### config.mk
export PLATFORM = sky130hd
export DESIGN_NAME = hsv_to_rgb_multi_mode
export DESIGN_NICKNAME = d
export VERILOG_FILES = /design/src/rtl/hsvr_pkg.sv /design/src/rtl/hsvr_cfg.sv /design/src/rtl/hsvr_ctrl.sv /design/src/rtl/hsvr_dp.sv /design/src/rtl/hsv_to_rgb_multi_mode.sv
export SDC_FILE = /design/constraint.sdc
export NUM_CORES = 2
export LEC_CHECK = 0
export BUFFER_PORTS_ARGS = -buffer_cell sky130_fd_sc_hd__clkbuf_2
export CAP_MARGIN = 20
export CORE_MARGIN = 5
export CORE_UTILIZATION = 40
export CTS_CLUSTER_SIZE = 20
export DETAILED_ROUTE_END_ITERATION = 6
export PLACE_DENSITY_LB_ADDON = 0.15
export SETUP_SLACK_MARGIN = 0.5
export SLEW_MARGIN = 20
export SYNTH_ARGS = -nofsm -noshare
export SYNTH_HDL_FRONTEND = slang
export SYNTH_SLANG_ARGS = --single-unit
### constraint.sdc
create_clock -name clk -period 8.1 [get_ports clk]
set_input_delay 0.81 -clock clk [delete_from_list [all_inputs] [get_ports clk]]
set_output_delay 0.81 -clock clk [all_outputs]
set_load 0.02 [all_outputs]
### src/rtl/hsvr_pkg.sv
`timescale 1ns / 1ps
// ----------------------------------------------------------------------------
// hsvr_pkg
// Shared types and constants of the HSV to RGB converter: pixel payloads,
// algorithm codes, register map and pipeline control bundle.
// ----------------------------------------------------------------------------
package hsvr_pkg;

  localparam int NUM_STAGES = 4;

  localparam int CFG_AW = 3;
  localparam int CFG_DW = 32;

  localparam logic [0:0] CFG_IDX_MODE = 1'b0;

  localparam logic [1:0] MODE_GENERIC = 2'd0;
  localparam logic [1:0] MODE_RAINBOW = 2'd1;
  localparam logic [1:0] MODE_RAW     = 2'd2;

  localparam logic [7:0] GEN_SPAN       = 8'd43;
  localparam logic [7:0] RB_THIRD       = 8'(256 / 3);
  localparam logic [7:0] RB_TWO_THIRD   = 8'((256 * 2) / 3);
  localparam logic [7:0] RB_SECT_MASK   = 8'h1F;
  localparam logic [7:0] RAW_SECT_SPAN  = 8'h40;

  typedef struct packed {
    logic [7:0] hue;
    logic [7:0] saturation;
    logic [7:0] value;
  } hsv_t;

  typedef struct packed {
    logic [7:0] red;
    logic [7:0] green;
    logic [7:0] blue;
  } rgb_t;

  typedef struct packed {
    logic [NUM_STAGES-1:0] en;
  } ctrl_t;

endpackage

### src/rtl/hsvr_cfg.sv
`timescale 1ns / 1ps
// ----------------------------------------------------------------------------
// hsvr_cfg
// APB-style register block holding the conversion algorithm select.
// ----------------------------------------------------------------------------
module hsvr_cfg
  import hsvr_pkg::*;
(
  input  logic              clk,
  input  logic              rst_n,
  input  logic              cfg_psel,
  input  logic              cfg_penable,
  input  logic              cfg_pwrite,
  input  logic [CFG_AW-1:0] cfg_paddr,
  input  logic [CFG_DW-1:0] cfg_pwdata,
  output logic [CFG_DW-1:0] cfg_prdata,
  output logic              cfg_pready,
  output logic [1:0]        mode
);

  logic [1:0] mode_r;
  logic [1:0] mode_nxt;
  logic       hit_mode;

  assign hit_mode   = (cfg_paddr[CFG_AW-1:2] == CFG_IDX_MODE);
  assign cfg_pready = 1'b1;

  always_comb begin
    mode_nxt = mode_r;
    if (cfg_psel && cfg_penable && cfg_pwrite && hit_mode) begin
      mode_nxt = cfg_pwdata[1:0];
    end
  end

  always_ff @(posedge clk) begin
    if (!rst_n) begin
      mode_r <= MODE_GENERIC;
    end else begin
      mode_r <= mode_nxt;
    end
  end

  always_comb begin
    cfg_prdata = '0;
    if (hit_mode) begin
      cfg_prdata = {{(CFG_DW-2){1'b0}}, mode_r};
    end
  end

  assign mode = mode_r;

endmodule

### src/rtl/hsvr_ctrl.sv
`timescale 1ns / 1ps
// ----------------------------------------------------------------------------
// hsvr_ctrl
// Pipeline flow control: per-stage valid bits and load enables that let
// bubbles collapse and hold the occupied stages ahead of a stalled output.
// ----------------------------------------------------------------------------
module hsvr_ctrl
  import hsvr_pkg::*;
(
  input  logic  clk,
  input  logic  rst_n,
  input  logic  in_valid,
  output logic  in_ready,
  output logic  out_valid,
  input  logic  out_ready,
  output ctrl_t ctrl
);

  logic [NUM_STAGES-1:0] vld_r;
  logic [NUM_STAGES-1:0] vld_nxt;
  logic [NUM_STAGES-1:0] en;

  always_comb begin
    en[NUM_STAGES-1] = !vld_r[NUM_STAGES-1] || out_ready;
    for (int k = NUM_STAGES - 2; k >= 0; k--) begin
      en[k] = !vld_r[k] || en[k+1];
    end
  end

  always_comb begin
    vld_nxt = vld_r;
    if (en[0]) begin
      vld_nxt[0] = in_valid;
    end
    for (int k = 1; k < NUM_STAGES; k++) begin
      if (en[k]) begin
        vld_nxt[k] = vld_r[k-1];
      end
    end
  end

  always_ff @(posedge clk) begin
    if (!rst_n) begin
      vld_r <= '0;
    end else begin
      vld_r <= vld_nxt;
    end
  end

  assign in_ready  = en[0];
  assign out_valid = vld_r[NUM_STAGES-1];
  assign ctrl.en   = en;

`ifndef NO_ASSERTIONS
  a_stall_holds: assert property (@(posedge clk) disable iff (!rst_n)
    (out_valid && !out_ready) |=> out_valid)
    else $error("Stalled result was dropped.");

  a_accept_enters: assert property (@(posedge clk) disable iff (!rst_n)
    (in_valid && in_ready) |=> vld_r[0])
    else $error("Accepted transfer did not enter the first stage.");

  a_full_blocks: assert property (@(posedge clk) disable iff (!rst_n)
    ((&vld_r) && !out_ready) |-> !in_ready)
    else $error("Full stalled pipeline still accepts a transfer.");

  a_bubble_opens: assert property (@(posedge clk) disable iff (!rst_n)
    !(&vld_r) |-> in_ready)
    else $error("Pipeline with a free stage refuses a transfer.");
`endif

endmodule

### src/rtl/hsvr_dp.sv
`timescale 1ns / 1ps
// ----------------------------------------------------------------------------
// hsvr_dp
// Four-stage conversion datapath: section decode, first products, second
// products with channel selection, and the rainbow brightness curve.
// ----------------------------------------------------------------------------
module hsvr_dp
  import hsvr_pkg::*;
(
  input  logic       clk,
  input  ctrl_t      ctrl,
  input  logic [1:0] mode,
  input  hsv_t       in_data,
  output rgb_t       out_data
);

  function automatic logic [7:0] mul8(input logic [7:0] a, input logic [7:0] b);
    logic [15:0] prod;
    prod = 16'(a) * 16'(b);
    return prod[15:8];
  endfunction

  function automatic logic [7:0] rb_sat(input logic [7:0] x, input logic [7:0] s,
                                        input logic [7:0] fl);
    logic [7:0] y;
    if (s == 8'hFF) begin
      y = x;
    end else if (s == 8'h00) begin
      y = 8'hFF;
    end else begin
      y = (x != 8'h00) ? 8'(mul8(x, s) + 8'd1) : 8'h00;
      y = 8'(y + fl);
    end
    return y;
  endfunction

  function automatic logic [7:0] rb_val(input logic [7:0] x, input logic [7:0] v,
                                        input logic [7:0] vv);
    logic [7:0] y;
    if (v == 8'hFF) begin
      y = x;
    end else if (vv == 8'h00) begin
      y = 8'h00;
    end else if (x != 8'h00) begin
      y = 8'(mul8(x, vv) + 8'd1);
    end else begin
      y = x;
    end
    return y;
  endfunction

  // Stage 1: section decode and first constant products.
  logic [1:0] s1_mode_r;
  hsv_t       s1_hsv_r;
  logic [2:0] s1_region_r, s1_region_nxt;
  logic [7:0] s1_rem_r, s1_rem_nxt;
  rgb_t       s1_rb_r, s1_rb_nxt;
  logic [7:0] s1_fl_r, s1_fl_nxt;

  logic [7:0]  base;
  logic [7:0]  diff;
  logic [15:0] rem_prod;
  logic [7:0]  off8;
  logic [7:0]  third;
  logic [7:0]  twoth;

  always_comb begin
    priority if (in_data.hue >= 8'(GEN_SPAN * 5)) begin
      s1_region_nxt = 3'd5;
    end else if (in_data.hue >= 8'(GEN_SPAN * 4)) begin
      s1_region_nxt = 3'd4;
    end else if (in_data.hue >= 8'(GEN_SPAN * 3)) begin
      s1_region_nxt = 3'd3;
    end else if (in_data.hue >= 8'(GEN_SPAN * 2)) begin
      s1_region_nxt = 3'd2;
    end else if (in_data.hue >= GEN_SPAN) begin
      s1_region_nxt = 3'd1;
    end else begin
      s1_region_nxt = 3'd0;
    end
    base       = 8'(8'(s1_region_nxt) * GEN_SPAN);
    diff       = 8'(in_data.hue - base);
    rem_prod   = 16'(diff) * 16'd6;
    s1_rem_nxt = rem_prod[7:0];

    off8  = 8'((in_data.hue & RB_SECT_MASK) << 3);
    third = mul8(off8, RB_THIRD);
    twoth = mul8(off8, RB_TWO_THIRD);
    unique case (in_data.hue[7:5])
      3'd0: s1_rb_nxt = '{8'(8'd255 - third), third, 8'd0};
      3'd1: s1_rb_nxt = '{8'd171, 8'(8'd85 + third), 8'd0};
      3'd2: s1_rb_nxt = '{8'(8'd171 - twoth), 8'(8'd170 + third), 8'd0};
      3'd3: s1_rb_nxt = '{8'd0, 8'(8'd255 - third), third};
      3'd4: s1_rb_nxt = '{8'd0, 8'(8'd171 - twoth), 8'(8'd85 + twoth)};
      3'd5: s1_rb_nxt = '{third, 8'd0, 8'(8'd255 - third)};
      3'd6: s1_rb_nxt = '{8'(8'd85 + third), 8'd0, 8'(8'd171 - third)};
      default: s1_rb_nxt = '{8'(8'd170 + third), 8'd0, 8'(8'd85 - third)};
    endcase

    s1_fl_nxt = mul8(in_data.value, ~in_data.saturation);
  end

  always_ff @(posedge clk) begin
    if (ctrl.en[0]) begin
      s1_mode_r   <= mode;
      s1_hsv_r    <= in_data;
      s1_region_r <= s1_region_nxt;
      s1_rem_r    <= s1_rem_nxt;
      s1_rb_r     <= s1_rb_nxt;
      s1_fl_r     <= s1_fl_nxt;
    end
  end

  // Stage 2: products on saturation and value.
  logic [1:0] s2_mode_r;
  logic [7:0] s2_s_r, s2_v_r;
  logic [2:0] s2_region_r;
  logic [7:0] s2_p_r, s2_p_nxt;
  logic [7:0] s2_ga_r, s2_ga_nxt;
  logic [7:0] s2_gb_r, s2_gb_nxt;
  rgb_t       s2_rb_r;
  logic [7:0] s2_rfl_r, s2_rfl_nxt;
  logic [7:0] s2_vv_r, s2_vv_nxt;
  logic [7:0] s2_up_r, s2_up_nxt;
  logic [7:0] s2_dn_r, s2_dn_nxt;
  logic [7:0] s2_fl_r;
  logic [1:0] s2_sect_r;

  logic [7:0]  amp;
  logic [5:0]  off;
  logic [5:0]  off_dn;
  logic [13:0] up_prod;
  logic [13:0] dn_prod;

  always_comb begin
    s2_p_nxt   = mul8(s1_hsv_r.value, ~s1_hsv_r.saturation);
    s2_ga_nxt  = mul8(s1_hsv_r.saturation, s1_rem_r);
    s2_gb_nxt  = mul8(s1_hsv_r.saturation, ~s1_rem_r);
    s2_rfl_nxt = mul8(~s1_hsv_r.saturation, ~s1_hsv_r.saturation);
    s2_vv_nxt  = mul8(s1_hsv_r.value, s1_hsv_r.value);
    amp        = 8'(s1_hsv_r.value - s1_fl_r);
    off        = 6'(s1_hsv_r.hue & (RAW_SECT_SPAN - 8'd1));
    off_dn     = ~off;
    up_prod    = 14'(off) * 14'(amp);
    dn_prod    = 14'(off_dn) * 14'(amp);
    s2_up_nxt  = 8'(up_prod[13:6] + s1_fl_r);
    s2_dn_nxt  = 8'(dn_prod[13:6] + s1_fl_r);
  end

  always_ff @(posedge clk) begin
    if (ctrl.en[1]) begin
      s2_mode_r   <= s1_mode_r;
      s2_s_r      <= s1_hsv_r.saturation;
      s2_v_r      <= s1_hsv_r.value;
      s2_region_r <= s1_region_r;
      s2_p_r      <= s2_p_nxt;
      s2_ga_r     <= s2_ga_nxt;
      s2_gb_r     <= s2_gb_nxt;
      s2_rb_r     <= s1_rb_r;
      s2_rfl_r    <= s2_rfl_nxt;
      s2_vv_r     <= s2_vv_nxt;
      s2_up_r     <= s2_up_nxt;
      s2_dn_r     <= s2_dn_nxt;
      s2_fl_r     <= s1_fl_r;
      s2_sect_r   <= s1_hsv_r.hue[7:6];
    end
  end

  // Stage 3: final generic products, rainbow saturation and channel select.
  logic [1:0] s3_mode_r;
  logic [7:0] s3_v_r;
  logic [7:0] s3_vv_r;
  rgb_t       s3_rgb_r, s3_rgb_nxt;

  logic [7:0] gq;
  logic [7:0] gt;
  rgb_t       gen_rgb;
  rgb_t       rb_rgb;
  rgb_t       raw_rgb;

  always_comb begin
    gq = mul8(s2_v_r, ~s2_ga_r);
    gt = mul8(s2_v_r, ~s2_gb_r);
    unique case (s2_region_r)
      3'd0: gen_rgb = '{s2_v_r, gt, s2_p_r};
      3'd1: gen_rgb = '{gq, s2_v_r, s2_p_r};
      3'd2: gen_rgb = '{s2_p_r, s2_v_r, gt};
      3'd3: gen_rgb = '{s2_p_r, gq, s2_v_r};
      3'd4: gen_rgb = '{gt, s2_p_r, s2_v_r};
      default: gen_rgb = '{s2_v_r, s2_p_r, gq};
    endcase
    if (s2_s_r == 8'h00) begin
      gen_rgb = '{s2_v_r, s2_v_r, s2_v_r};
    end

    rb_rgb.red   = rb_sat(s2_rb_r.red, s2_s_r, s2_rfl_r);
    rb_rgb.green = rb_sat(s2_rb_r.green, s2_s_r, s2_rfl_r);
    rb_rgb.blue  = rb_sat(s2_rb_r.blue, s2_s_r, s2_rfl_r);

    unique case (s2_sect_r)
      2'd0: raw_rgb = '{s2_dn_r, s2_up_r, s2_fl_r};
      2'd1: raw_rgb = '{s2_fl_r, s2_dn_r, s2_up_r};
      default: raw_rgb = '{s2_up_r, s2_fl_r, s2_dn_r};
    endcase

    unique case (s2_mode_r)
      MODE_RAINBOW: s3_rgb_nxt = rb_rgb;
      MODE_RAW:     s3_rgb_nxt = raw_rgb;
      default:      s3_rgb_nxt = gen_rgb;
    endcase
  end

  always_ff @(posedge clk) begin
    if (ctrl.en[2]) begin
      s3_mode_r <= s2_mode_r;
      s3_v_r    <= s2_v_r;
      s3_vv_r   <= s2_vv_r;
      s3_rgb_r  <= s3_rgb_nxt;
    end
  end

  // Stage 4: rainbow brightness curve into the output register.
  rgb_t s4_rgb_r, s4_rgb_nxt;

  always_comb begin
    s4_rgb_nxt = s3_rgb_r;
    if (s3_mode_r == MODE_RAINBOW) begin
      s4_rgb_nxt.red   = rb_val(s3_rgb_r.red, s3_v_r, s3_vv_r);
      s4_rgb_nxt.green = rb_val(s3_rgb_r.green, s3_v_r, s3_vv_r);
      s4_rgb_nxt.blue  = rb_val(s3_rgb_r.blue, s3_v_r, s3_vv_r);
    end
  end

  always_ff @(posedge clk) begin
    if (ctrl.en[3]) begin
      s4_rgb_r <= s4_rgb_nxt;
    end
  end

  assign out_data = s4_rgb_r;

endmodule

### src/rtl/hsv_to_rgb_multi_mode.sv
// A pixel moves through the stage 1, 2, 3 and 4 registers; stage 4 drives out_data.
// One pixel per cycle while out_ready is high; the four stages hold up to four pixels.
// A stall holds the run of occupied stages before the output; bubbles still collapse.
// Reset clears all stage valid bits and sets the algorithm select to generic.
`timescale 1ns / 1ps
// ----------------------------------------------------------------------------
// hsv_to_rgb_multi_mode
// HSV to RGB pixel converter, 8 bits per channel, with a register-selected
// generic, rainbow or raw conversion algorithm.
// ----------------------------------------------------------------------------
module hsv_to_rgb_multi_mode
  import hsvr_pkg::*;
(
  input  logic              clk,
  input  logic              rst_n,
  input  logic              in_valid,
  output logic              in_ready,
  input  hsv_t              in_data,
  output logic              out_valid,
  input  logic              out_ready,
  output rgb_t              out_data,
  input  logic              cfg_psel,
  input  logic              cfg_penable,
  input  logic              cfg_pwrite,
  input  logic [CFG_AW-1:0] cfg_paddr,
  input  logic [CFG_DW-1:0] cfg_pwdata,
  output logic [CFG_DW-1:0] cfg_prdata,
  output logic              cfg_pready
);

  logic [1:0] mode;
  ctrl_t      ctrl;

  hsvr_cfg u_cfg (
    .clk         (clk),
    .rst_n       (rst_n),
    .cfg_psel    (cfg_psel),
    .cfg_penable (cfg_penable),
    .cfg_pwrite  (cfg_pwrite),
    .cfg_paddr   (cfg_paddr),
    .cfg_pwdata  (cfg_pwdata),
    .cfg_prdata  (cfg_prdata),
    .cfg_pready  (cfg_pready),
    .mode        (mode)
  );

  hsvr_ctrl u_ctrl (
    .clk       (clk),
    .rst_n     (rst_n),
    .in_valid  (in_valid),
    .in_ready  (in_ready),
    .out_valid (out_valid),
    .out_ready (out_ready),
    .ctrl      (ctrl)
  );

  hsvr_dp u_dp (
    .clk      (clk),
    .ctrl     (ctrl),
    .mode     (mode),
    .in_data  (in_data),
    .out_data (out_data)
  );

endmodule
==> out/results.tsv <==
metric	value	unit
status	completed	
HP Class	flop to flop	
post-detail-place hpwl	81000	um
Tightest Pin Transition	1050	ps
max_slew headroom	30.1	%
Clock Path Buffers	3	
RSZ-0062 raised after global routing	false	
First DRT Iteration DRCs	1623	
cell area after synthesis	43200	um^2
largest net degree at the start of global routing	58	
Reg clk slew, reported paths	60	ps
Final setup viols	0	
Final Core Density	42.9	%
GRT overflow	0	
initial antenna violation count	0	
commonest non-fill, non-tap cells in the layout	inv_1, ha_1, fa_1	
post-layout min period	7170	ps
Placed Area	44900	um^2
Std-Cell Rows	120	
YS warnings	0	
Clock Skews	17.8	ps
Port Buffer Count	61	
register area share after synthesis	17.3	%
Max Transition Viols Final	0	
Area contributors post-synth	fa_1, edfxtp_1, ha_1	
DR pass1 iterations	7	
critical path class	flop to flop	
crit-path max FO	20	
number of synthesized register bits	251	
clock latency on the worst-skew pair	620	ps
Final Hold Fails	0	
CTS tree	yes	
Finished Cell Area	46000	um^2
post-synth cell types	95	
slowest CP cell	edfxtp_1	
Synth-to-Final Area Change	6.40	%
fmax	139	MHz
Final period util	88.5	%
clk sink count	251	
WL final	106000	um
type of origin of the critical path	flop	
via-per-instance ratio	5.10	
core area	107000	um^2
die area	115000	um^2
Yosys top cell by area	fa_1	
Remaining DRCs	0	
Worst EP arrival	7530	ps
most used cell, CP	fa_1	
Synth Flop Type	edfxtp_1	
CP endpoint kind	flop	
share of cells above drive strength 1	4.73	%
CTS buffer count	31	
Syn Inst Count	4700	
io pins	125	
clk root buf	clkbuf_16	
hold_buf cts	0	
Max Cap Violations	0	
Synth top area share	24.2	%
vias in the first global route	31900	
Layout fillers	10700	
number of flops mapped to enable cells by yosys	245	
ys async rst share	0	%
Mapped Avg Cell Area	9.19	um^2
routed len/inst	17.3	um
crit-path max cell delay	810	ps
vias after detailed routing	31100	
commonest non-fill, non-tap cell in the layout	inv_1	
setup TNS	0	ps
Die Wd	339	um
CTS H-tree lvls	1	
worst endpoint required time	8460	ps
Die Y-Extent	339	um
post-route ant nets	0	
first-pass GRT wire length	175000	um
GP Congestion	0.845	
Layout Nets	5830	
starting density of the core	40.3	%
all-layer global routing usage	18.5	%
critical path: cells and delay by family, from the launching register on:
kind / cells / cell delay [ps]
buffers and inverters: 3 / 140
xor gates and xnor gates: 4 / 770
and+or+nand+nor: 8 / 1220
DFF: 1 / 810
AOI/OAI and AO/OA: 5 / 1230
adders and majority gates: 7 / 2740
final timing paths:
path                         startpoint                         end  slack, ps  cells past startpoint
max            u_dp.s2_s_r[5]$_DFFE_PP_  u_dp.s3_rgb_r[7]$_DFFE_PP_        930                     27
min reg2reg  u_dp.s1_rb_r[15]$_DFFE_PP_  u_dp.s2_rb_r[15]$_DFFE_PP_        420                      0
max reg2reg    u_dp.s2_s_r[5]$_DFFE_PP_  u_dp.s3_rgb_r[7]$_DFFE_PP_        930                     27
min          u_dp.s1_rb_r[15]$_DFFE_PP_  u_dp.s2_rb_r[15]$_DFFE_PP_        420                      0
what timing repair did:
| action | CTS | global route |
|---|---|---|
| buffers inserted | 0 | 4 |
| endpoints found under the setup margin | 0 | 1 |
| resized for setup | 0 | 0 |
registers in the layout, indices dropped and copies added (netlist names), 18 cells and up:
name           cells
u_dp.out_data     24
u_dp.s1_hsv_r     18
u_dp.s3_rgb_r     24
u_dp.s1_rb_r      24
u_dp.s2_rb_r      24
cell families after synthesis:
logic type,after synthesis,synth area share (%)
AOI/OAI and AO/OA,653,9.77
and+or+nand+nor,1421,17.1
muxes,41,0.962
DFF,251,17.3
buffers and inverters,981,8.80
other,2,0.0174
adders and majority gates,1099,40.9
xor gates and xnor gates,252,5.14
layer usage:
layer  GRT usage [%]  share of wire, %
met4            3.33               2.0
met2            30.3                45
met5               0                 0
met1            27.2                50
met3            1.51               3.0
per-stage QoR:
stage	hold slack, ps	instances	setup slack [ps]
after floorplan	400	4729	1670
after global placement	400	6033	978
after detailed placement	405	6033	957
after CTS	407	6090	897
after global routing	424	6094	510
final	416	6096	931
final cells by class:
class	count	area (um^2)	share of cell area, %
sequential	251	7480	16.3
inverter	758	2850	6.20
clock inverter	23	233	0.506
tap	1403	1760	3.82
timing repair buffer	128	808	1.76
antenna	2	5.00	0.0109
multi-input combinational	3497	32000	69.7
clock buffer	34	787	1.71
cell usage after synthesis, types with 6 or more instances:
cell type  number
nor4_1         18
nand4b_1        6
a21oi_1       182
nand2_1       397
fa_1          522
nor3b_1         7
a221oi_1        9
a31oi_1        26
nand3_1        39
o21ai_1        23
nor3_1         39
or2_2          14
xnor2_1       173
dfxtp_1         6
buf_1          17
o41ai_1         7
a22oi_1         8
nor2b_1       150
mux2i_1        37
o31ai_1         6
nand4_1        13
o21bai_1       25
buf_4          31
o21ai_0       135
edfxtp_1      245
a211oi_1       24
o221ai_1       13
and3_1         18
o21a_1         23
nor2_1        206
a41o_1          9
o211ai_1       13
nand2b_1      180
o22ai_1        14
a21o_1         60
a22o_1          9
clkbuf_1      174
and2_1        297
inv_1         751
clkinv_1        6
or3_1          12
xor2_1         78
ha_1          575
Power is not shown: default switching activity piles up to over one toggle a cycle in this logic, so the estimate is an artifact.
